### src/rtl/core/cpcm_pkg.sv
`default_nettype none
// ----------------------------------------------------------------------------
// cpcm_pkg: shared types and constants
// Field widths, radius limits and the pixel request record used by the
// circular patch centroid moments unit.
// ----------------------------------------------------------------------------
package cpcm_pkg;

    localparam int OFFSET_W   = 8;
    localparam int PIXEL_W    = 8;
    localparam int RADIUS_W   = 7;
    localparam int MOMENT_W   = 27;
    localparam int PRODUCT_W  = OFFSET_W + PIXEL_W;
    localparam int SQUARE_W   = 2 * OFFSET_W;
    localparam int DIST_W     = SQUARE_W + 1;

    localparam logic [RADIUS_W-1:0] MAX_RADIUS   = RADIUS_W'(64);
    localparam logic [RADIUS_W-1:0] RADIUS_RESET = RADIUS_W'(15);

    typedef logic signed [OFFSET_W-1:0]  offset_t;
    typedef logic        [PIXEL_W-1:0]   pixel_t;
    typedef logic        [RADIUS_W-1:0]  radius_t;
    typedef logic signed [MOMENT_W-1:0]  moment_t;

    typedef struct packed {
        offset_t col_offset;
        offset_t row_offset;
        pixel_t  pixel;
        logic    in_image;
        logic    last;
    } pix_req_t;

endpackage
`default_nettype wire

### src/rtl/core/cpcm_input_stage.sv
`default_nettype none
// ----------------------------------------------------------------------------
// cpcm_input_stage: pixel request register
// Captures one accepted pixel request and holds it until the moment
// accumulator takes it.
// ----------------------------------------------------------------------------
module cpcm_input_stage
    import cpcm_pkg::*;
(
    input  wire logic     clk,
    input  wire logic     rst_n,
    input  wire logic     in_valid,
    output logic          in_ready,
    input  wire pix_req_t in_req,
    output logic          req_valid,
    input  wire logic     req_take,
    output pix_req_t      req
);

    logic     valid_reg;
    logic     valid_next;
    pix_req_t req_reg;

    assign in_ready   = !valid_reg || req_take;
    assign valid_next = (in_valid && in_ready) || (valid_reg && !req_take);

    always_ff @(posedge clk or negedge rst_n)
    begin
        if (!rst_n)
        begin
            valid_reg <= 1'b0;
        end
        else
        begin
            valid_reg <= valid_next;
        end
    end

    always_ff @(posedge clk)
    begin
        if (in_valid && in_ready)
        begin
            req_reg <= in_req;
        end
    end

    assign req_valid = valid_reg;
    assign req       = req_reg;

endmodule
`default_nettype wire

### config.mk
export PLATFORM = sky130hd
export DESIGN_NAME = cpcm_input_stage
export DESIGN_NICKNAME = d
export VERILOG_FILES = /design/src/rtl/core/cpcm_pkg.sv /design/src/rtl/core/cpcm_input_stage.sv
export SDC_FILE = /design/constraint.sdc
export NUM_CORES = 1
export LEC_CHECK = 0
export ABC_AREA = 1
export BUFFER_PORTS_ARGS = -buffer_cell sky130_fd_sc_hd__buf_4
export CORE_ASPECT_RATIO = 1.2
export CORE_MARGIN = 1.5
export CORE_UTILIZATION = 39
export CTS_CLUSTER_SIZE = 14
export DETAILED_ROUTE_END_ITERATION = 8
export PLACE_DENSITY = 0.87
export REMOVE_ABC_BUFFERS = 1
export SLEW_MARGIN = 25
export SYNTH_ARGS = -nofsm -noshare
export SYNTH_HDL_FRONTEND = slang
export SYNTH_SLANG_ARGS = --single-unit
export TNS_END_PERCENT = 30
### constraint.sdc
create_clock -name clk -period 3.2 [get_ports clk]
set_clock_uncertainty 0.2 [all_clocks]
set_input_delay 0.64 -clock clk [delete_from_list [all_inputs] [get_ports clk]]
set_output_delay 0.64 -clock clk [all_outputs]
set_load 0.1 [all_outputs]
==> results of run 1 <==
power by group through the flow:
stage / clock network (mW) / registers, mW / logic, mW
2_1_floorplan: 0 / 0.560 / 0.0143
3_3_place_gp: 0 / 0.424 / 0.207
3_5_place_dp: 0 / 0.424 / 0.210
4_1_cts: 0.136 / 0.416 / 0.211
5_1_grt: 0.144 / 0.418 / 0.216
6_report: 0.132 / 0.416 / 0.211
routing by layer:
| metal | up-vias | routed length (um) |
|---|---|---|
| li1 | 247 | - |
| met2 | 42 | 851 |
| met4 | 0 | 32 |
| met3 | 4 | 242 |
| met5 | - | 0 |
| met1 | 233 | 448 |
synthesized netlist by cell type:
library cell	number
a21oi_1	1
inv_1	2
nand2_1	2
dfrtp_1	1
edfxtp_1	26
cell families (layout without fill, tap and decap cells):
logic type	Yosys count	count (layout)
flip-flops	27	27
AND/OR/NAND/NOR	2	2
buffers and inverters	2	65
AO/OA/AOI/OAI	1	1
per-stage QoR:
| stage | cell area, sq um | hold slack (ns) | total power, mW | util | worst slack [ns] |
|---|---|---|---|---|---|
| floorplan | 825.8 | 0.1444 | 0.5740 | - | 0.3635 |
| global placement | 1290 | 0.2157 | 0.6313 | 0.6364 | 1.185 |
| finish | 1328 | 0.2965 | 0.7587 | 0.6549 | 1.214 |
| global route | 1328 | 0.2776 | 0.7782 | 0.6549 | 1.192 |
| detailed placement | 1290 | 0.2183 | 0.6339 | 0.6364 | 1.149 |
| CTS | 1328 | 0.2866 | 0.7632 | 0.6549 | 1.209 |
timing repair:
item,in CTS,in global routing
hold buffers,1,0
resized for setup,0,0
hold endpoints to repair,1,0
setup buffers,0,0
cell type report:
cell class,count,area share
sequential,27,0.6070
timing repair buffer,59,0.3355
tap,20,0.01885
clock buffer,3,0.01697
multi-input combinational,3,0.01225
inverter,2,0.005655
clock inverter,1,0.003770
path summary, 6_finish.rpt:
path / startpoint / endpoint / slack, ns / cells after the start
max in group asynchronous: rst_n / req_valid$_DFF_PN0_ / 2.26 / 2
worst max register to register: req_valid$_DFF_PN0_ / req[6]$_DFFE_PP_ / 1.50 / 2
worst min register to register: req_valid$_DFF_PN0_ / req_valid$_DFF_PN0_ / 0.40 / 2
worst max-delay path: req_take / in_ready / 1.21 / 4
min in group asynchronous: rst_n / req_valid$_DFF_PN0_ / 0.46 / 2
worst min-delay path: in_req[22] / req[22]$_DFFE_PP_ / 0.30 / 1
==> impl_metrics.yaml, run 1 <==
finish:
  nets: 126
  drive_gt1_frac: 0.6632
  fillers: 123
  syn2layout_area_growth_pct: 60.76
  seqCellArea_sq_um: 805.8
  largest_reg_flops: 26
  mostFrequentLayoutCells: "58 x buf_4, 26 x edfxtp_1, 3 x clkbuf_4, 2 x inv_1, 2 x nand2_1"
  layout_commonest_cell: "buf_4"
  diodes: 0
  stdcell_count: 115
  multi_input_area_sq_um: 16.27
yosys:
  synth_cells: 32
  synth_xor_area_frac: 0
  synth_compound_area_frac: 0.006061
  synth_warnings: 0
  ys_ff_latch: 27
  synth_area_sq_um: 825.8
  synth-adder-area-share: 0
  synthSimpleGateAreaFrac: 0.009091
  post-synth-top-area-cell: "edfxtp_1"
  muxShareOfSynthArea: 0
  synth_area_leaders: "edfxtp_1 95%, dfrtp_1 3.0%, inv_1 0.91%"
  synth_top_area_frac: 0.9455
  synth.distinct_cells: 5
  avgSynthCellArea_sq_um: 25.81
  synth_top_family_by_area: "buffers and inverters"
  ys_seq_area_frac: 0.9758
die:
  die_h_um: 53.41
  start_util: 0.4074
  die_area_sq_mm: 0.002403
  coreArea_sq_mm: 0.002027
  ioPinCount: 58
  rows: 18
  die_x_um: 45.01
clock_tree:
  path_clk_slew_ns: 0.12
  cts-root-buf: "clkbuf_4"
  cts_tree: "built"
  htree_levels: 1
  clk_path_buf_depth: 2
  clock_latency_ns: 0.30
  cts_inserted_buffers: 3
  cts_sinks: 27
routing:
  wl_per_cell_um: 13.70
  drt_iter0_markers: 10
  dr.pass1.iters: 2
  via_per_inst: 4.574
  vias: 526
  drcViolationCount: 0
  antenna_left: 0
  wl_um: 1575
power:
  p_sw_mw: 0.2534
  cellPowerDensity_mw_per_mm2: 571.5
  combinationalPowerShare: 0.278
  p_int_mw: 0.5052
  seqPwrFrac: 0.548
  power_switching_share: 0.3340
  clkPwrFrac: 0.174
  leakage_nw: 0.5767
  ir_worst_vdd_v: 0.0004254
timing:
  tightest_slew_ns: 0.5118
  setup_viol: 0
  slew_viol_final: 0
  finalHoldViolCount: 0
  finalCritPeriodShare: 0.6205
  slew_headroom: 0.6588
  rsz0062_at_grt: "no"
  period_needed_ns: 1.986
  max_freq_mhz: 503.6
  setup_tns_ns: 0
setup_path:
  cp_common_cell: "buf_4"
  timing.critical_path.buf_inv: 3
  critPathKind: "primary input to output pin"
  cp.required_ns: 2.36
  endpoint_kind: "output pin"
  arrival_ns: 1.15
  slowest_stage: "buf_4"
  startpoint_type: "primary input"
  max_stage_delay_ns: 0.24
  crit_family: "buffers and inverters"
  path_cells: "buf_4, inv_1, nand2_1, buf_4"
  crit_path_max_fanout: 2
place:
  dp_cells: 110
  place_congestion: 0.6706
  place.port_buffers: 57
run:
  cap_violations: 0
global_routing:
  grt_pass1_vias: 510
  antenna_found_initial: 0
  overflow: 0
  busiest_layer: "met2"
  met3_usage: 0.07509
  grt_max_degree: 18
  grt_pass1_wl_um: 2132
  grt_use_met2: 0.2286
  track_usage: 0.1351
  gr-usage-met1: 0.1181
status:
  status: "finished clean"
worst_hold_path:
  hold_class: "primary input to flip-flop"
No activity file was read; power rests on OpenSTA's default activity.
==> run 2: changes to the inputs <==
--- a/config.mk
+++ b/config.mk
@@ -5,14 +5,14 @@
 export SDC_FILE = /design/constraint.sdc
 export NUM_CORES = 1
 export LEC_CHECK = 0
-export ABC_AREA = 1
+export ABC_AREA = 0
 export BUFFER_PORTS_ARGS = -buffer_cell sky130_fd_sc_hd__buf_4
 export CORE_ASPECT_RATIO = 1.2
 export CORE_MARGIN = 1.5
-export CORE_UTILIZATION = 39
+export CORE_UTILIZATION = 35
 export CTS_CLUSTER_SIZE = 14
 export DETAILED_ROUTE_END_ITERATION = 8
-export PLACE_DENSITY = 0.87
+export PLACE_DENSITY = 0.82
 export REMOVE_ABC_BUFFERS = 1
 export SLEW_MARGIN = 25
 export SYNTH_ARGS = -nofsm -noshare
==> constraint.sdc (replaced) <==
create_clock -name clk -period 1.6 [get_ports clk]
set_clock_uncertainty 0.2 [all_clocks]
set_input_delay 0.32 -clock clk [delete_from_list [all_inputs] [get_ports clk]]
set_output_delay 0.32 -clock clk [all_outputs]
set_load 0.1 [all_outputs]
==> impl_metrics.yaml, run 2 <==
yosys:
  avgSynthCellArea_sq_um: 27.82
  synth_area_leaders: "edfxtp_1 94%, dfrtp_1 3.0%, nand2b_4 1.6%"
  ys_ff_latch: 27
  async_reset_ff_frac: 0.03704
  synth_top_area_frac: 0.9355
  ys_seq_area_frac: 0.9655
  synth_area_sq_um: 834.6
  post-synth-top-area-cell: "edfxtp_1"
  synth_most_common_cell: "edfxtp_1"
  synth.distinct_cells: 5
  synth_cells: 30
  synth_warnings: 0
  synthTopCellsByCount: "26 x edfxtp_1, 1 x and2_4, 1 x dfrtp_1, 1 x nand2b_1, 1 x nand2b_4"
  ys.flop_type: "edfxtp_1"
  synth-edff-count: 26
power:
  p_int_mw: 1.061
  p_sw_mw: 0.5420
  clkPwrFrac: 0.176
  totalPowerFinal_mw: 1.603
  leakage_nw: 0.6891
  combinationalPowerShare: 0.302
  power_switching_share: 0.3381
  ir_worst_vdd_v: 0.0008008
  seqPwrFrac: 0.521
  cellPowerDensity_mw_per_mm2: 986.3
routing:
  wl_per_cell_um: 15.14
  wl_um: 2271
  drt_iter0_markers: 6
  vias: 647
  dr.pass1.iters: 4
  drcViolationCount: 0
  via_per_inst: 4.313
  antenna_left: 0
finish:
  final_util: 0.7122
  syn2layout_area_growth_pct: 94.75
  diodes: 0
  nets: 150
  drive_gt1_frac: 0.5294
  layout_commonest_cell: "buf_4"
  largest_reg_flops: 26
  mostFrequentLayoutCells: "55 x buf_4, 28 x dlygate4sd3_1, 26 x edfxtp_1, 3 x clkbuf_4"
clock_tree:
  cts_setup_buffers: 0
  htree_levels: 1
  cts_tree: "built"
  clock_latency_ns: 0.31
  cts_inserted_buffers: 3
  clk_path_buf_depth: 2
  path_clk_slew_ns: 0.13
  cts_sinks: 27
  cts-root-buf: "clkbuf_4"
setup_path:
  endpoint_kind: "output pin"
  critPathKind: "flip-flop to output pin"
  arrival_ns: 1.04
  slowest_stage: "dfrtp_1"
  crit_path_max_fanout: 3
  startpoint_type: "flip-flop"
  path_cells: "nand2b_4, buf_12"
  max_stage_delay_ns: 0.44
  cp.required_ns: 1.08
timing:
  finalCritPeriodShare: 0.9762
  slew_headroom: 0.7764
  slew_viol_final: 0
  setup_viol: 0
  setup_tns_ns: 0
  period_needed_ns: 1.562
  rsz0062_at_grt: "yes"
  tightest_slew_ns: 0.3354
  finalHoldViolCount: 0
  max_freq_mhz: 640.2
die:
  ioPinCount: 58
  die_h_um: 56.49
  die_x_um: 47.58
  coreArea_sq_mm: 0.002282
  die_area_sq_mm: 0.002688
  rows: 19
  start_util: 0.3657
worst_hold_path:
  hold_class: "primary input to async pin"
status:
  status: "finished clean"
run:
  cap_violations: 0
global_routing:
  overflow: 0
  track_usage: 0.1859
  antenna_found_initial: 0
  grt_pass1_vias: 709
  grt_max_degree: 27
  grt_pass1_wl_um: 3263
place:
  place_congestion: 0.6410
  place.port_buffers: 57
run 2: cell types whose count changed in the layout (fill, tap and decap cells not counted), sizes merged:
cell         previous run  this run
nand2b                  0         2
a21oi                   1         0
inv                     2         0
buf                    58        57
nand2                   2         0
dlygate4sd3             1        28
and2                    0         1
run 2: path summary, 6_finish.rpt:
path,startpoint,to,slack [ns],cells past startpoint
worst max-delay path,req_valid$_DFF_PN0_,in_ready,0.04,2
worst min-delay path,rst_n,req_valid$_DFF_PN0_,0.09,2
worst max register to register,req_valid$_DFF_PN0_,req[20]$_DFFE_PP_,0.17,2
worst min register to register,req_valid$_DFF_PN0_,req_valid$_DFF_PN0_,0.43,2
max in group asynchronous,rst_n,req_valid$_DFF_PN0_,1.03,2
min in group clk,req_take,req_valid$_DFF_PN0_,0.11,3
run 2: worst max-delay path: cells and delay by family, from the launching register on:
| family | cells | cell delay, ns |
|---|---|---|
| buffers and inverters | 1 | 0.17 |
| and+or+nand+nor | 1 | 0.11 |
| DFF | 1 | 0.44 |
run 2: logic make-up (layout without fill, tap and decap cells):
| logic type | after synthesis | count (layout) | synth area share |
|---|---|---|---|
| flops | 27 | 27 | 0.9655 |
| simple gates | 3 | 3 | 0.03449 |
| buf+inv | 0 | 89 | 0 |
run 2: power by group through the flow:
stage	clock, mW	sequential [mW]	combinational, mW
global route	0.323	0.839	0.499
detailed placement	0	0.849	0.419
CTS	0.291	0.833	0.475
global placement	0	0.848	0.415
finish	0.283	0.836	0.485
floorplan	0	1.12	0.0319
run 2: metrics by stage:
step,cell area [sq um],instances,setup slack [ns],hold WS (ns)
floorplan,834.6,30,-0.5487,-0.1756
global placement,1301,118,0.2121,-0.1043
detailed placement,1301,118,0.1824,-0.1040
CTS,1613,150,0.003916,0.06691
global route,1625,150,-0.02104,0.07742
finish,1625,150,0.03804,0.09234
run 2: metal layers:
metal / up-vias / global-route usage / wire, um
met2: 43 / 0.2915 / 1216
li1: 296 / - / -
met5: - / 0 / 0
met4: 0 / 0.08108 / 21
met1: 306 / 0.2277 / 806
met3: 2 / 0.06109 / 227
run 2: cell type report:
type,count,area [sq um]
clock inverter,1,5.005
timing repair buffer,85,724.4
fill,149,656.9
sequential,27,805.8
clock buffer,3,22.52
tap,31,38.79
multi-input combinational,3,28.78
run 2: what timing repair did:
action	CTS	global route
gates resized for setup	1	3
endpoints found under the setup margin	1	2
gates cloned	0	0
hold endpoints to repair	28	0
pin swaps	0	0
hold buffers	28	0
==> run 3: changes to the inputs <==
--- a/config.mk
+++ b/config.mk
@@ -7,12 +7,14 @@
 export LEC_CHECK = 0
 export ABC_AREA = 0
 export BUFFER_PORTS_ARGS = -buffer_cell sky130_fd_sc_hd__buf_4
+export CELL_PAD_IN_SITES_DETAIL_PLACEMENT = 0
+export CELL_PAD_IN_SITES_GLOBAL_PLACEMENT = 2
 export CORE_ASPECT_RATIO = 1.2
 export CORE_MARGIN = 1.5
-export CORE_UTILIZATION = 35
+export CORE_UTILIZATION = 23
 export CTS_CLUSTER_SIZE = 14
 export DETAILED_ROUTE_END_ITERATION = 8
-export PLACE_DENSITY = 0.82
+export PLACE_DENSITY = 0.83
 export REMOVE_ABC_BUFFERS = 1
 export SLEW_MARGIN = 25
 export SYNTH_ARGS = -nofsm -noshare
==> impl_metrics.yaml, run 3 (same netlist as run 2, synthesis figures left out) <==
status:
  status: "finished, violations left"
  violations: "DRC"
power:
  totalPowerFinal_mw: 1.617
  ir_worst_vdd_v: 0.0004909
  cellPowerDensity_mw_per_mm2: 1183
  leakage_nw: 0.5762
place:
  dp_cells: 124
  place.port_buffers: 57
  place_congestion: 0.5900
worst_hold_path:
  hold_path_depth: 1
  min_to: "req[0]$_DFFE_PP_"
  min-delay-start: "in_req[0]"
  hold_class: "primary input to flip-flop"
timing:
  setup_tns_ns: 0
  finalHoldViolCount: 0
  setup_viol: 0
  slew_viol_final: 0
  rsz0062_at_grt: "no"
  tightest_slew_ns: 0.3383
  period_needed_ns: 1.507
  finalCritPeriodShare: 0.9422
  max_freq_mhz: 663.4
  slew_headroom: 0.7744
global_routing:
  grt_pass1_vias: 513
  track_usage: 0.07483
  grt_pass1_wl_um: 2201
  grt_max_degree: 27
  overflow: 0
  antenna_found_initial: 0
setup_path:
  max_stage_delay_ns: 0.42
  r2r_start: "req_valid$_DFF_PN0_"
  arrival_ns: 0.99
  r2r-end: "req[21]$_DFFE_PP_"
  crit_path_start: "req_valid$_DFF_PN0_"
  critPathKind: "flip-flop to output pin"
  rrSetupSlack_ns: 0.20
  endpoint_kind: "output pin"
  cp.required_ns: 1.08
  path_cells: "nand2b_4, buf_6"
  startpoint_type: "flip-flop"
  slowest_stage: "dfrtp_1"
  crit_path_max_fanout: 3
  rr_worst_depth: 2
routing:
  drt_iter0_markers: 17
  antenna_left: 0
  wl_per_cell_um: 12.34
  via_per_inst: 3.915
  drcViolationCount: 4
  dr.pass1.iters: 6
  wl_um: 1592
  vias: 505
die:
  die_area_sq_mm: 0.004000
  coreArea_sq_mm: 0.003396
  rows: 23
  die_x_um: 57.99
  ioPinCount: 58
  die_h_um: 68.99
  start_util: 0.2458
run:
  cap_violations: 0
clock_tree:
  clk_path_buf_depth: 2
  cts_setup_buffers: 0
  htree_levels: 1
  clock_latency_ns: 0.26
  cts_sinks: 27
  cts-root-buf: "clkbuf_8"
  cts_inserted_buffers: 3
  cts_tree: "built"
  path_clk_slew_ns: 0.08
finish:
  drive_gt1_frac: 0.6739
  fillers: 331
  layout_commonest_cell: "buf_4"
  stdcell_count: 129
  largest_reg_flops: 26
  mostFrequentLayoutCells: "56 x buf_4, 26 x edfxtp_1, 3 x clkbuf_8"
  nets: 123
  syn2layout_area_growth_pct: 63.87
  diodes: 0
run 3: how the worst max path moves through the flow:
stage / endpoint / cells after the start
2_1_floorplan: req[0]$_DFFE_PP_ / 2
3_3_place_gp: req[0]$_DFFE_PP_ / 3
3_5_place_dp: req[9]$_DFFE_PP_ / 3
4_1_cts: in_ready / 2
5_1_grt: in_ready / 2
6_report: in_ready / 2
run 3: repair_timing:
| item | CTS | global route |
|---|---|---|
| endpoints found under the hold margin | 1 | 0 |
| endpoints found under the setup margin | 0 | 1 |
| hold buffers | 1 | 0 |
| gates resized for setup | 0 | 1 |
run 3: layout make-up:
| type | count | area (sq um) | share of cell area |
|---|---|---|---|
| clock buffers | 4 | 45.04 | 0.03294 |
| multi-input cells | 3 | 28.78 | 0.02104 |
| well taps | 37 | 46.29 | 0.03385 |
| repair buffers | 58 | 441.7 | 0.3230 |
| flip-flops and latches | 27 | 805.8 | 0.5892 |
run 3: metrics by stage:
step	instance area [sq um]	setup WS [ns]	hold slack [ns]	util
after floorplan	834.6	-0.5487	-0.1756	-
after global placement	1309	0.1870	-0.1045	0.3854
after detailed placement	1309	0.1749	-0.1038	0.3854
after CTS	1364	0.01498	0.02067	0.4016
after global routing	1368	0.05138	0.01343	0.4027
final	1368	0.09251	0.03009	0.4027
run 3: critical path: cells and delay by family, from the launching register on:
family,cells,cell delay [ns]
buffers and inverters,1,0.22
DFF,1,0.42
and+or+nand+nor,1,0.09
run 3: metal layers:
metal | wire, um | vias up | GRT usage
met5 | 0 | - | 0
met2 | 901 | 31 | 0.1463
met3 | 167 | 0 | 0.02239
met4 | 0 | 0 | 0.02616
met1 | 522 | 234 | 0.07456
li1 | - | 240 | -
run 3: power by group:
part	internal [mW]	switching, mW
Combinational	0.0987	0.322
Clock	0.178	0.187
Sequential	0.821	0.0107
