--- config.mk ---
export PLATFORM = sky130hd
export DESIGN_NAME = cpcm_moment_acc
export DESIGN_NICKNAME = d
export VERILOG_FILES = /design/src/rtl/core/cpcm_pkg.sv /design/src/rtl/core/cpcm_moment_acc.sv
export SDC_FILE = /design/constraint.sdc
export NUM_CORES = 1
export LEC_CHECK = 0
export BUFFER_PORTS_ARGS = -buffer_cell sky130_fd_sc_hd__buf_2
export CAP_MARGIN = 20
export CORE_ASPECT_RATIO = 0.6
export CORE_MARGIN = 5
export CORE_UTILIZATION = 50
export DETAILED_ROUTE_END_ITERATION = 6
export PLACE_DENSITY = 0.66
export SLEW_MARGIN = 15
export SYNTH_ARGS = -nofsm -noshare
export SYNTH_HDL_FRONTEND = slang
export SYNTH_SLANG_ARGS = --single-unit
--- constraint.sdc ---
create_clock -name clk -period 4.9 [get_ports clk]
set_input_delay 0.98 -clock clk [delete_from_list [all_inputs] [get_ports clk]]
set_output_delay 0.98 -clock clk [all_outputs]
set_load 0.02 [all_outputs]
--- src/rtl/core/cpcm_pkg.sv ---
`default_nettype none
// ----------------------------------------------------------------------------
// cpcm_pkg: shared types and constants
// Field widths, radius limits and the pixel request record used by the
// circular patch centroid moments unit.
// ----------------------------------------------------------------------------
package cpcm_pkg;

    localparam int OFFSET_W   = 8;
    localparam int PIXEL_W    = 8;
    localparam int RADIUS_W   = 7;
    localparam int MOMENT_W   = 27;
    localparam int PRODUCT_W  = OFFSET_W + PIXEL_W;
    localparam int SQUARE_W   = 2 * OFFSET_W;
    localparam int DIST_W     = SQUARE_W + 1;

    localparam logic [RADIUS_W-1:0] MAX_RADIUS   = RADIUS_W'(64);
    localparam logic [RADIUS_W-1:0] RADIUS_RESET = RADIUS_W'(15);

    typedef logic signed [OFFSET_W-1:0]  offset_t;
    typedef logic        [PIXEL_W-1:0]   pixel_t;
    typedef logic        [RADIUS_W-1:0]  radius_t;
    typedef logic signed [MOMENT_W-1:0]  moment_t;

    typedef struct packed {
        offset_t col_offset;
        offset_t row_offset;
        pixel_t  pixel;
        logic    in_image;
        logic    last;
    } pix_req_t;

endpackage
`default_nettype wire

--- src/rtl/core/cpcm_moment_acc.sv ---
`default_nettype none
// ----------------------------------------------------------------------------
// cpcm_moment_acc: disk test and moment accumulator
// Tests the pixel against the disk, adds its weighted offsets to the two
// running sums and loads the result register on the last pixel of a patch.
// ----------------------------------------------------------------------------
module cpcm_moment_acc
    import cpcm_pkg::*;
(
    input  wire logic     clk,
    input  wire logic     rst_n,
    input  wire radius_t  radius,
    input  wire logic     req_valid,
    output logic          req_take,
    input  wire pix_req_t req,
    output logic          out_valid,
    input  wire logic     out_ready,
    output moment_t       moment_01,
    output moment_t       moment_10
);

    logic signed [SQUARE_W-1:0]  col_sq;
    logic signed [SQUARE_W-1:0]  row_sq;
    logic        [DIST_W-1:0]    dist_sq;
    logic        [DIST_W-1:0]    radius_sq;
    logic                        hit;
    logic signed [PIXEL_W:0]     pixel_s;
    logic signed [PRODUCT_W:0]   row_prod;
    logic signed [PRODUCT_W:0]   col_prod;
    moment_t                     row_add;
    moment_t                     col_add;
    moment_t                     row_sum_reg;
    moment_t                     col_sum_reg;
    moment_t                     row_sum_next;
    moment_t                     col_sum_next;
    logic                        out_valid_reg;
    moment_t                     out_01_reg;
    moment_t                     out_10_reg;

    assign col_sq    = SQUARE_W'(req.col_offset * req.col_offset);
    assign row_sq    = SQUARE_W'(req.row_offset * req.row_offset);
    assign dist_sq   = {1'b0, col_sq} + {1'b0, row_sq};
    assign radius_sq = DIST_W'(radius * radius);
    assign hit       = req.in_image && (dist_sq <= radius_sq);

    assign pixel_s  = $signed({1'b0, req.pixel});
    assign row_prod = (PRODUCT_W + 1)'(req.row_offset * pixel_s);
    assign col_prod = (PRODUCT_W + 1)'(req.col_offset * pixel_s);
    assign row_add  = hit ? MOMENT_W'(row_prod) : '0;
    assign col_add  = hit ? MOMENT_W'(col_prod) : '0;

    assign row_sum_next = row_sum_reg + row_add;
    assign col_sum_next = col_sum_reg + col_add;

    assign req_take = req_valid && (!req.last || !out_valid_reg || out_ready);

    always_ff @(posedge clk or negedge rst_n)
    begin
        if (!rst_n)
        begin
            row_sum_reg   <= '0;
            col_sum_reg   <= '0;
            out_valid_reg <= 1'b0;
        end
        else
        begin
            if (req_take)
            begin
                if (req.last)
                begin
                    row_sum_reg <= '0;
                    col_sum_reg <= '0;
                end
                else
                begin
                    row_sum_reg <= row_sum_next;
                    col_sum_reg <= col_sum_next;
                end
            end
            if (req_take && req.last)
            begin
                out_valid_reg <= 1'b1;
            end
            else if (out_ready)
            begin
                out_valid_reg <= 1'b0;
            end
        end
    end

    always_ff @(posedge clk)
    begin
        if (req_take && req.last)
        begin
            out_01_reg <= row_sum_next;
            out_10_reg <= col_sum_next;
        end
    end

    assign out_valid = out_valid_reg;
    assign moment_01 = out_01_reg;
    assign moment_10 = out_10_reg;

`ifndef NO_ASSERTIONS
    assert property (@(posedge clk) disable iff (!rst_n)
        req_take && req.last |=> row_sum_reg == '0 && col_sum_reg == '0)
        else $error("sums not cleared after last pixel");

    assert property (@(posedge clk) disable iff (!rst_n)
        req_take && req.last |=> out_valid_reg)
        else $error("result not loaded after last pixel");

    assert property (@(posedge clk) disable iff (!rst_n)
        req_take && !req.last && !hit |=> $stable(row_sum_reg) && $stable(col_sum_reg))
        else $error("sums changed on pixel outside the disk");

    assert property (@(posedge clk) disable iff (!rst_n)
        req_valid && req.last && out_valid_reg && !out_ready |-> !req_take)
        else $error("last pixel taken over a pending result");
`endif

endmodule
`default_nettype wire
==> results of run 1 <==
-- cell type report --
| cell class | instances | area, um2 |
|---|---|---|
| fillers | 2522 | 10400 |
| clock inverters | 5 | 109 |
| multi-input cells | 1372 | 14100 |
| inverters | 309 | 1170 |
| flip-flops and latches | 109 | 3000 |
| repair buffers | 516 | 3810 |
| well taps | 459 | 574 |
| clock buffers | 11 | 233 |
-- through the flow --
step	std cells	hold slack, ns	setup WS [ns]
6_report	2781	0.460	-4.13
5_1_grt	2781	0.470	-4.45
4_1_cts	2759	0.460	-3.96
3_5_place_dp	2708	0.477	-4.66
3_3_place_gp	2708	0.460	-4.44
2_1_floorplan	1841	0.445	-4.22
-- final timing paths --
kind | start | end
min in group clk | row_sum_reg[17] | row_sum_reg[17]
max in group asynchronous | rst_n | col_sum_reg[20]
hold reg to reg | row_sum_reg[17] | row_sum_reg[17]
setup / recovery | req[11] | moment_10[25]
hold / removal | rst_n | row_sum_reg[14]
setup reg to reg | col_sum_reg[0] | moment_10[22]
-- critical path: cells and delay by family --
family	cells	cell delay (ns)
XOR/XNOR	3	0.36
buffers and inverters	7	0.83
AND/OR/NAND/NOR	9	1.19
AO/OA/AOI/OAI	14	3.04
adder cells (fa/ha/maj)	8	2.74
-- what timing repair did --
action,4_1_cts,5_1_grt
endpoints found under the hold margin,0,0
endpoints found under the setup margin,108,108
buffers inserted,38,22
pin swaps,179,76
hold buffers,0,0
cloned,1,0
resized for setup,231,94
-- cell usage in the layout, fill, tap and decap left out, types with 22 or more instances in the layout --
master / count
a21o_1: 26
a21oi_1: 40
a21oi_2: 26
a22o_1: 38
and2_1: 93
buf_2: 80
buf_4: 405
buf_6: 22
dfrtp_1: 55
edfxtp_1: 54
fa_1: 176
ha_1: 193
ha_4: 33
inv_1: 293
nand2_1: 134
nand2b_1: 27
nand3_1: 27
nor2_1: 80
o21ai_0: 26
xnor2_1: 68
xnor2_2: 25
xor2_1: 26
-- kinds of logic (layout without fill, tap and decap cells) --
| logic type | after synthesis | after routing | share of synthesized area, % |
|---|---|---|---|
| AND/OR/NAND/NOR | 521 | 521 | 15.6 |
| adder cells (fa/ha/maj) | 415 | 415 | 39.0 |
| buffers and inverters | 360 | 841 | 8.15 |
| AO/OA/AOI/OAI | 298 | 298 | 12.1 |
| XOR/XNOR | 126 | 126 | 6.55 |
| flip-flops | 109 | 109 | 17.8 |
| multiplexers | 12 | 12 | 0.736 |
-- layer usage --
layer  vias to the layer above  part of all wire, %  routed length (um)  global-route usage, %
li1                       7037                    -                   -                      -
met1                      7307                   48               22400                   37.6
met2                       419                   45               20800                   36.5
met3                        48                  5.9                2730                   4.17
met4                         0                  1.2                 572                   3.56
met5                         -                    0                   0                      0
==> impl_results.md, run 1 <==
* Final clock period utilization by the worst path at 184%
* Setup TNS at -382.88 ns
* Count of routing violations after the opening detailed-route iteration at 889
* Area of the core region at 0.0334 mm2
* Number of nets in the layout at 2769
* CTS root buffer: clkbuf_16
* Chip width at 247 um
* Clock skew after layout at 0.00913 ns
* ANT cells at 0
* Global-route wire length before repair at 75900 um
* Unrepaired setup endpoints after global routing: yes
* Register-to-Register Path Depth at 12
* End-of-flow core utilization at 68.8%
* Final number of setup-violating endpoints at 108
* Max Buffers Root-to-Sink at 2
* Height of the chip at 152 um
* Ranking of synthesized cells by area: fa_1, ha_1, edfxtp_1
* Dpl hpwl at 35600 um
* Total of max-cap violations at 0
* Commonest cells post-synth: inv_1, ha_1, fa_1, nand2_1, nor2_1
* Placer Congestion at 0.883
* CP max FO at 9
* FF+latch count, synth at 109
* Maximum number of pins on one net before global-route repair at 48
* Highest Clock Rate at 0.111 GHz
* Routed length per placed instance at 16.7 um
* Most used standard cell by instance count after synthesis: inv_1
* CP Class: in2reg
* Primary FF master, synth: dfrtp_1
* Failing checks: negative setup slack
* H-tree lvl count at 3
* FFs w/ async S/R, synth at 50.5%
* Leading area contributor after synthesis: fa_1
* Layout cells sized above 1 at 35.0%
* Initial cell density of the core at 50.3%
* Delay of the slowest cell on the worst path at 0.55 ns
* Total wire length after detailed routing at 46500 um
* Number of cell rows at 52
* Clock input transition at the sequential cells of the worst setup and hold paths at 0.07 ns
* Yosys top cell area share at 21.8%
* Worst setup slack for register-to-register paths at 1.92 ns
* Yosys synthesis warning count at 0
* Detailed-route via count at 14811
* Post-DP Area at 0.0206 mm2
* Number of global-route vias before repair at 15053
* CP endpoint kind: flip-flop
* Gate Count Post-Synth at 1841
* Number of hold violations in the final report at 0
* Post-route antenna net violation count at 0
* Least-Margin Pin Slew at 0.884 ns
* First-pass iteration count of the detailed router at 5
* Relative slew slack at 40.9%
* Vias per cell at 5.33
* Syn Std Cell Area at 0.0168 mm2
* Initial antenna violation count at 0
* Final critical path time including I/O delays and setup at 9.03 ns
* Outcome: finished, violations left
* Overflow left after global routing at 0
* Worst hold-check path type: in2async
* Port Buf Inserts at 92
* Post-route standard cell area excluding fillers at 0.0230 mm2
* Sequential-to-total area share from yosys stat at 17.8%
* Avg Synthesized Cell Area at 9.15 um2
* Number of CTS-inserted buffers at 9
* Max-slew violation count at 0
* Critical-path cell with the highest stage delay: fa_1
* Die ar. at 0.0376 mm2
* Count of distinct cell types in the synthesized netlist at 77
* Clock latency on the worst-skew pair at 0.37 ns
* Number of enable flip-flop cells after synthesis at 54
* Least setup slack across all paths after layout at -4.13 ns
* Number of ports placed on the die boundary at 93
* Mapped Nets at 2293
* Overall track demand over capacity in global routing at 24.3%
* Required time of the critical path at 5.02 ns
* Arrival time at the worst endpoint at 9.15 ns
* TritonCTS clock tree: built
* Remaining DRCs at 0
* Worst Setup Start Kind: primary input
* Area delta synth->final at 36.6%
* Number of clock sinks seen by CTS at 109
Power of run 1 is not shown: default switching activity piles up to over one toggle a cycle in this logic, so the estimate is an artifact.
==> inputs of run 2 (changes only) <==
--- a/config.mk
+++ b/config.mk
@@ -11,7 +11,7 @@
 export CORE_MARGIN = 5
 export CORE_UTILIZATION = 50
 export DETAILED_ROUTE_END_ITERATION = 6
-export PLACE_DENSITY = 0.66
+export PLACE_DENSITY = 0.69
 export SLEW_MARGIN = 15
 export SYNTH_ARGS = -nofsm -noshare
 export SYNTH_HDL_FRONTEND = slang
==> constraint.sdc (replaced) <==
create_clock -name clk -period 8.3 [get_ports clk]
set_input_delay 1.66 -clock clk [delete_from_list [all_inputs] [get_ports clk]]
set_output_delay 1.66 -clock clk [all_outputs]
set_load 0.02 [all_outputs]
==> impl_results.md, run 2 (synthesized netlist as in run 1, its figures left out) <==
* Area delta synth->final at 35.8%
* Chip width at 247 um (unchanged)
* CP max FO at 6 (-3)
* Unrepaired setup endpoints after global routing: yes
* Failing checks: negative setup slack
* Layout cells sized above 1 at 34.1% (-0.90 points)
* CTS root buffer: clkbuf_16
* Final critical path time including I/O delays and setup at 9.79 ns
* Initial antenna violation count at 0 (unchanged)
* Initial cell density of the core at 50.3% (unchanged)
* Max Buffers Root-to-Sink at 2 (unchanged)
* Post-route antenna net violation count at 0 (unchanged)
* Quantity of hold-fixing buffers added after cts at 0 (unchanged)
* Global-route wire length before repair at 74000 um (-2.5%)
* Number of hold violations in the final report at 0 (unchanged)
* Total of max-cap violations at 0 (unchanged)
* Routed length per placed instance at 17.5 um (+4.7%)
* Least setup slack across all paths after layout at -1.49 ns (+2.65 ns)
* Number of CTS-inserted buffers at 9 (unchanged)
* Relative slew slack at 45.1% (+4.1 points)
* Port Buf Inserts at 92 (unchanged)
* Overflow left after global routing at 0 (unchanged)
* Critical-path cell with the highest stage delay: fa_1
* Delay of the slowest cell on the worst path at 0.51 ns (-0.04 ns)
* H-tree lvl count at 3 (unchanged)
* Arrival time at the worst endpoint at 9.99 ns (+0.84 ns)
* Clock skew after layout at 0.0119 ns (+0.00280 ns)
* Max-slew violation count at 0 (unchanged)
* Final number of setup-violating endpoints at 98 (-9.3%)
* Overall track demand over capacity in global routing at 23.7% (-0.52 points)
* End-of-flow core utilization at 68.4% (-0.40 points)
* Worst Setup Start Kind: primary input
* Clock input transition at the sequential cells of the worst setup and hold paths at 0.07 ns (about the same)
* Area of the core region at 0.0334 mm2 (unchanged)
* Worst hold-check path type: reg2reg
* Dpl hpwl at 34400 um (-3.4%)
* Required time of the critical path at 8.50 ns (+3.48 ns)
* Total wire length after detailed routing at 47800 um (+2.7%)
* TritonCTS clock tree: built
* ANT cells at 0 (unchanged)
* Vias per cell at 5.38 (+1.0%)
* Highest Clock Rate at 0.102 GHz
* Cell family contributing the most delay on the critical path: compound AO/OA/AOI/OAI gates
* Die ar. at 0.0376 mm2 (unchanged)
* First-pass iteration count of the detailed router at 5 (unchanged)
* CP Class: in2reg
* Number of clock sinks seen by CTS at 109 (unchanged)
* Commonest non-fill, non-tap cell in the layout: buf_4
* Library cell appearing most often on the critical path: buf_4
* Remaining DRCs at 0 (unchanged)
* Sum of buffers and inverters on the critical path at 10 (+3)
* Placer Congestion at 0.894 (+1.2%)
* Number of cell rows at 52 (unchanged)
* Outcome: finished, violations left
* Count of routing violations after the opening detailed-route iteration at 1016 (+14%)
* Number of global-route vias before repair at 14973 (-0.53%)
* Clock latency on the worst-skew pair at 0.37 ns (about the same)
* Commonest cells after routing, fill and taps aside: buf_4, inv_1, ha_1
* Number of nets in the layout at 2716 (-1.9%)
* Maximum number of pins on one net before global-route repair at 56 (+17%)
* CP endpoint kind: flip-flop
* Final clock period utilization by the worst path at 118%
* Height of the chip at 152 um (unchanged)
* Number of ports placed on the die boundary at 93 (unchanged)
* Detailed-route via count at 14680 (-0.88%)
* Least-Margin Pin Slew at 0.824 ns (-0.0598 ns)
==> run 2: cell types whose count changed in the layout (fill, tap and decap cells not counted), moves of 6 or more <==
cell	previous run	this run
buf_4	405	324
a21oi_1	40	34
buf_6	22	45
ha_4	33	42
nor2_4	12	24
nor2_1	80	73
==> run 2: routing by layer <==
metal / track usage, % / up-vias / part of all wire [%]
met2: 36.5 / 487 / 45
met3: 5.50 / 80 / 7.8
met4: 3.37 / 0 / 1.7
met5: 0 / - / 0
met1: 35.3 / 7180 / 45
li1: - / 6933 / -
==> run 2: path summary, 6_finish.rpt <==
path	endpoint	depth (start not counted)	slack, ns	from
worst min-delay path	col_sum_reg[15]	1	0.52	col_sum_reg[15]
worst max-delay path	moment_01[26]	42	-1.49	req[10]
worst min register to register	col_sum_reg[15]	1	0.52	col_sum_reg[15]
worst max register to register	col_sum_reg[22]	12	5.28	col_sum_reg[0]
min in group asynchronous	row_sum_reg[17]	2	1.45	rst_n
max in group asynchronous	col_sum_reg[20]	2	6.26	rst_n
==> run 2: layout make-up <==
type / instances / area (um2)
clock inverters: 5 / 35.0
well taps: 459 / 574
flip-flops and latches: 109 / 3000
fillers: 2437 / 10600
inverters: 309 / 1160
multi-input cells: 1372 / 14300
repair buffers: 463 / 3520
clock buffers: 11 / 243
==> run 2: what timing repair did <==
item                       in CTS  in global routing
resized for setup             193                194
pin swaps                     131                131
cloned                          1                  0
setup endpoints to repair     104                104
buffers inserted               53                 29
==> run 2: metrics by stage <==
stage               setup WS (ns)  hold WS [ns]  TNS (ns)  instances  area [um2]
floorplan                   -1.50         0.445    -77.54       1841       17100
global placement            -1.76         0.464   -123.67       2645       20200
detailed placement          -2.07         0.477   -149.00       2645       20200
CTS                         -1.21         0.510    -76.91       2713       21700
global route                -1.82         0.543   -124.02       2728       22900
finish                      -1.49         0.522    -94.00       2728       22900
Power of run 2 is left out for the same reason.
==> inputs of run 3 (changes only) <==
--- a/config.mk
+++ b/config.mk
@@ -5,7 +5,7 @@
 export SDC_FILE = /design/constraint.sdc
 export NUM_CORES = 1
 export LEC_CHECK = 0
-export BUFFER_PORTS_ARGS = -buffer_cell sky130_fd_sc_hd__buf_2
+export BUFFER_PORTS_ARGS = -buffer_cell sky130_fd_sc_hd__buf_4
 export CAP_MARGIN = 20
 export CORE_ASPECT_RATIO = 0.6
 export CORE_MARGIN = 5
==> impl_results.md, run 3 (synthesized netlist as in run 1, its figures left out) <==
* CTS root buffer: clkbuf_16
* Dpl hpwl at 34900 um (+1.5%)
* Global-route wire length before repair at 73700 um (-0.45%)
* Number of cell rows at 52 (unchanged)
* Commonest cells after routing, fill and taps aside: buf_4, inv_1, ha_1
* Placer Congestion at 0.888 (-0.67%)
* Least-Margin Pin Slew at 0.790 ns (-0.0346 ns)
* Hold Worst Slack at 0.500 ns (-0.0216 ns)
* Clock input transition at the sequential cells of the worst setup and hold paths at 0.08 ns (about the same)
* Number of clock sinks seen by CTS at 109 (unchanged)
* Detailed-route via count at 14575 (-0.72%)
* Unrepaired setup endpoints after global routing: yes
* Number of nets in the layout at 2701 (-0.55%)
* Area of the core region at 0.0334 mm2 (unchanged)
* Register-to-Register Path Depth at 12 (unchanged)
* Outcome: finished, violations left
* Failing checks: negative setup slack
* Number of hold violations in the final report at 0 (unchanged)
* Total of max-cap violations at 0 (unchanged)
* Overall track demand over capacity in global routing at 23.5% (-0.24 points)
* Highest Clock Rate at 0.104 GHz (+2.0%)
* Port Buf Inserts at 92 (unchanged)
* Count of routing violations after the opening detailed-route iteration at 918 (-9.6%)
* Clock latency on the worst-skew pair at 0.37 ns (about the same)
* Origin of the worst min-delay path: row_sum_reg[2]
* Routed length per placed instance at 17.1 um (-2.6%)
* Die ar. at 0.0376 mm2 (unchanged)
* Arrival time at the worst endpoint at 9.71 ns (-0.28 ns)
* Commonest non-fill, non-tap cell in the layout: buf_4
* Relative slew slack at 47.4% (+2.3 points)
* Initial antenna violation count at 1 (+1)
* Post-route antenna net violation count at 0 (unchanged)
* Number of global-route vias before repair at 14792 (-1.2%)
* Max Buffers Root-to-Sink at 2 (unchanged)
* Height of the chip at 152 um (unchanged)
* Worst setup slack for register-to-register paths at 5.39 ns (+0.11 ns)
* Final number of setup-violating endpoints at 95 (-3.1%)
* ANT cells at 0 (unchanged)
* TritonCTS clock tree: built
* H-tree lvl count at 3 (unchanged)
* CP Class: in2reg
* Chip width at 247 um (unchanged)
* First-pass iteration count of the detailed router at 5 (unchanged)
* Number of CTS-inserted buffers at 9 (unchanged)
* Max-slew violation count at 0 (unchanged)
* Least setup slack across all paths after layout at -1.29 ns (+0.196 ns)
* Maximum number of pins on one net before global-route repair at 56 (unchanged)
* Worst setup timing slack at the placement stage at -1.93 ns (+0.142 ns)
* Remaining DRCs at 0 (unchanged)
* Number of ports placed on the die boundary at 93 (unchanged)
* Critical-path cell with the highest stage delay: fa_1
* Worst Setup Start Kind: primary input
* Clock skew after layout at 0.0120 ns (+0.000116 ns)
* Worst Hold Endpoint: row_sum_reg[2]
* CP endpoint kind: flip-flop
* Worst hold path depth at 2 (+1)
* Initial cell density of the core at 50.3% (unchanged)
* Worst reg2reg startpoint: col_sum_reg[0]
* Delay of the slowest cell on the worst path at 0.54 ns (+0.03 ns)
* Final clock period utilization by the worst path at 116% (-2.4 points)
* Vias per cell at 5.37 (-0.17%)
* Layout cells sized above 1 at 32.2% (-1.9 points)
* Reg2reg end: col_sum_reg[26]
* CP max FO at 6 (unchanged)
* Number of fillers in the final layout at 2535 (+4.0%)
* Total wire length after detailed routing at 46300 um (-3.2%)
* Area delta synth->final at 34.2%
* Worst hold-check path type: reg2reg
* Required time of the critical path at 8.42 ns (-0.08 ns)
* Final critical path time including I/O delays and setup at 9.59 ns (-0.196 ns)
* Overflow left after global routing at 0 (unchanged)
run 3: worst max-delay path by stage:
stage,end,cells past startpoint,from
floorplan,col_sum_reg[22],39,req[19]
global placement,col_sum_reg[22],39,req[19]
detailed placement,col_sum_reg[21],38,req[14]
CTS,moment_10[21],39,req[19]
global route,moment_10[21],41,req[24]
finish,moment_10[21],41,req[18]
run 3: layer usage:
metal  track usage, %  part of all wire, %  vias up
met5                0                0.019        -
met4             3.21                  1.2        2
met3             3.87                  6.1       62
met2             35.7                   45      434
met1             36.4                   47     7205
li1                 -                    -     6872
run 3: timing repair:
action,4_1_cts,5_1_grt
cloned,1,0
resized for setup,148,163
hold buffers,0,0
endpoints found under the setup margin,104,104
setup buffers,37,26
pin swaps,99,101
run 3: cell type report:
cell class                      count  area [um2]  area share, %
Multi-Input combinational cell   1372       14000           62.1
Timing Repair Buffer              448        3490           15.5
Sequential cell                   109        3000           13.3
Inverter                          309        1170           5.16
Tap cell                          459         574           2.54
Clock buffer                       12         246           1.09
Clock inverter                      4        97.6          0.432
run 3: critical path: cells and delay by family:
| kind | cells | cell delay (ns) |
|---|---|---|
| buffers and inverters | 9 | 1.01 |
| muxes | 1 | 0.14 |
| AOI/OAI and AO/OA | 9 | 2.02 |
| and+or+nand+nor | 12 | 1.45 |
| xor gates and xnor gates | 2 | 0.25 |
| adders and majority gates | 8 | 3.15 |
run 3: per-stage QoR:
step	TNS (ns)	utilization, %	std cells	instance area [um2]
finish	-82.31	67.6	2713	22600
global route	-110.55	67.6	2713	22600
CTS	-69.59	64.5	2693	21600
detailed placement	-137.19	60.9	2643	20400
global placement	-121.51	60.9	2643	20400
floorplan	-77.54	-	1841	17100
Power of run 3 is left out for the same reason.
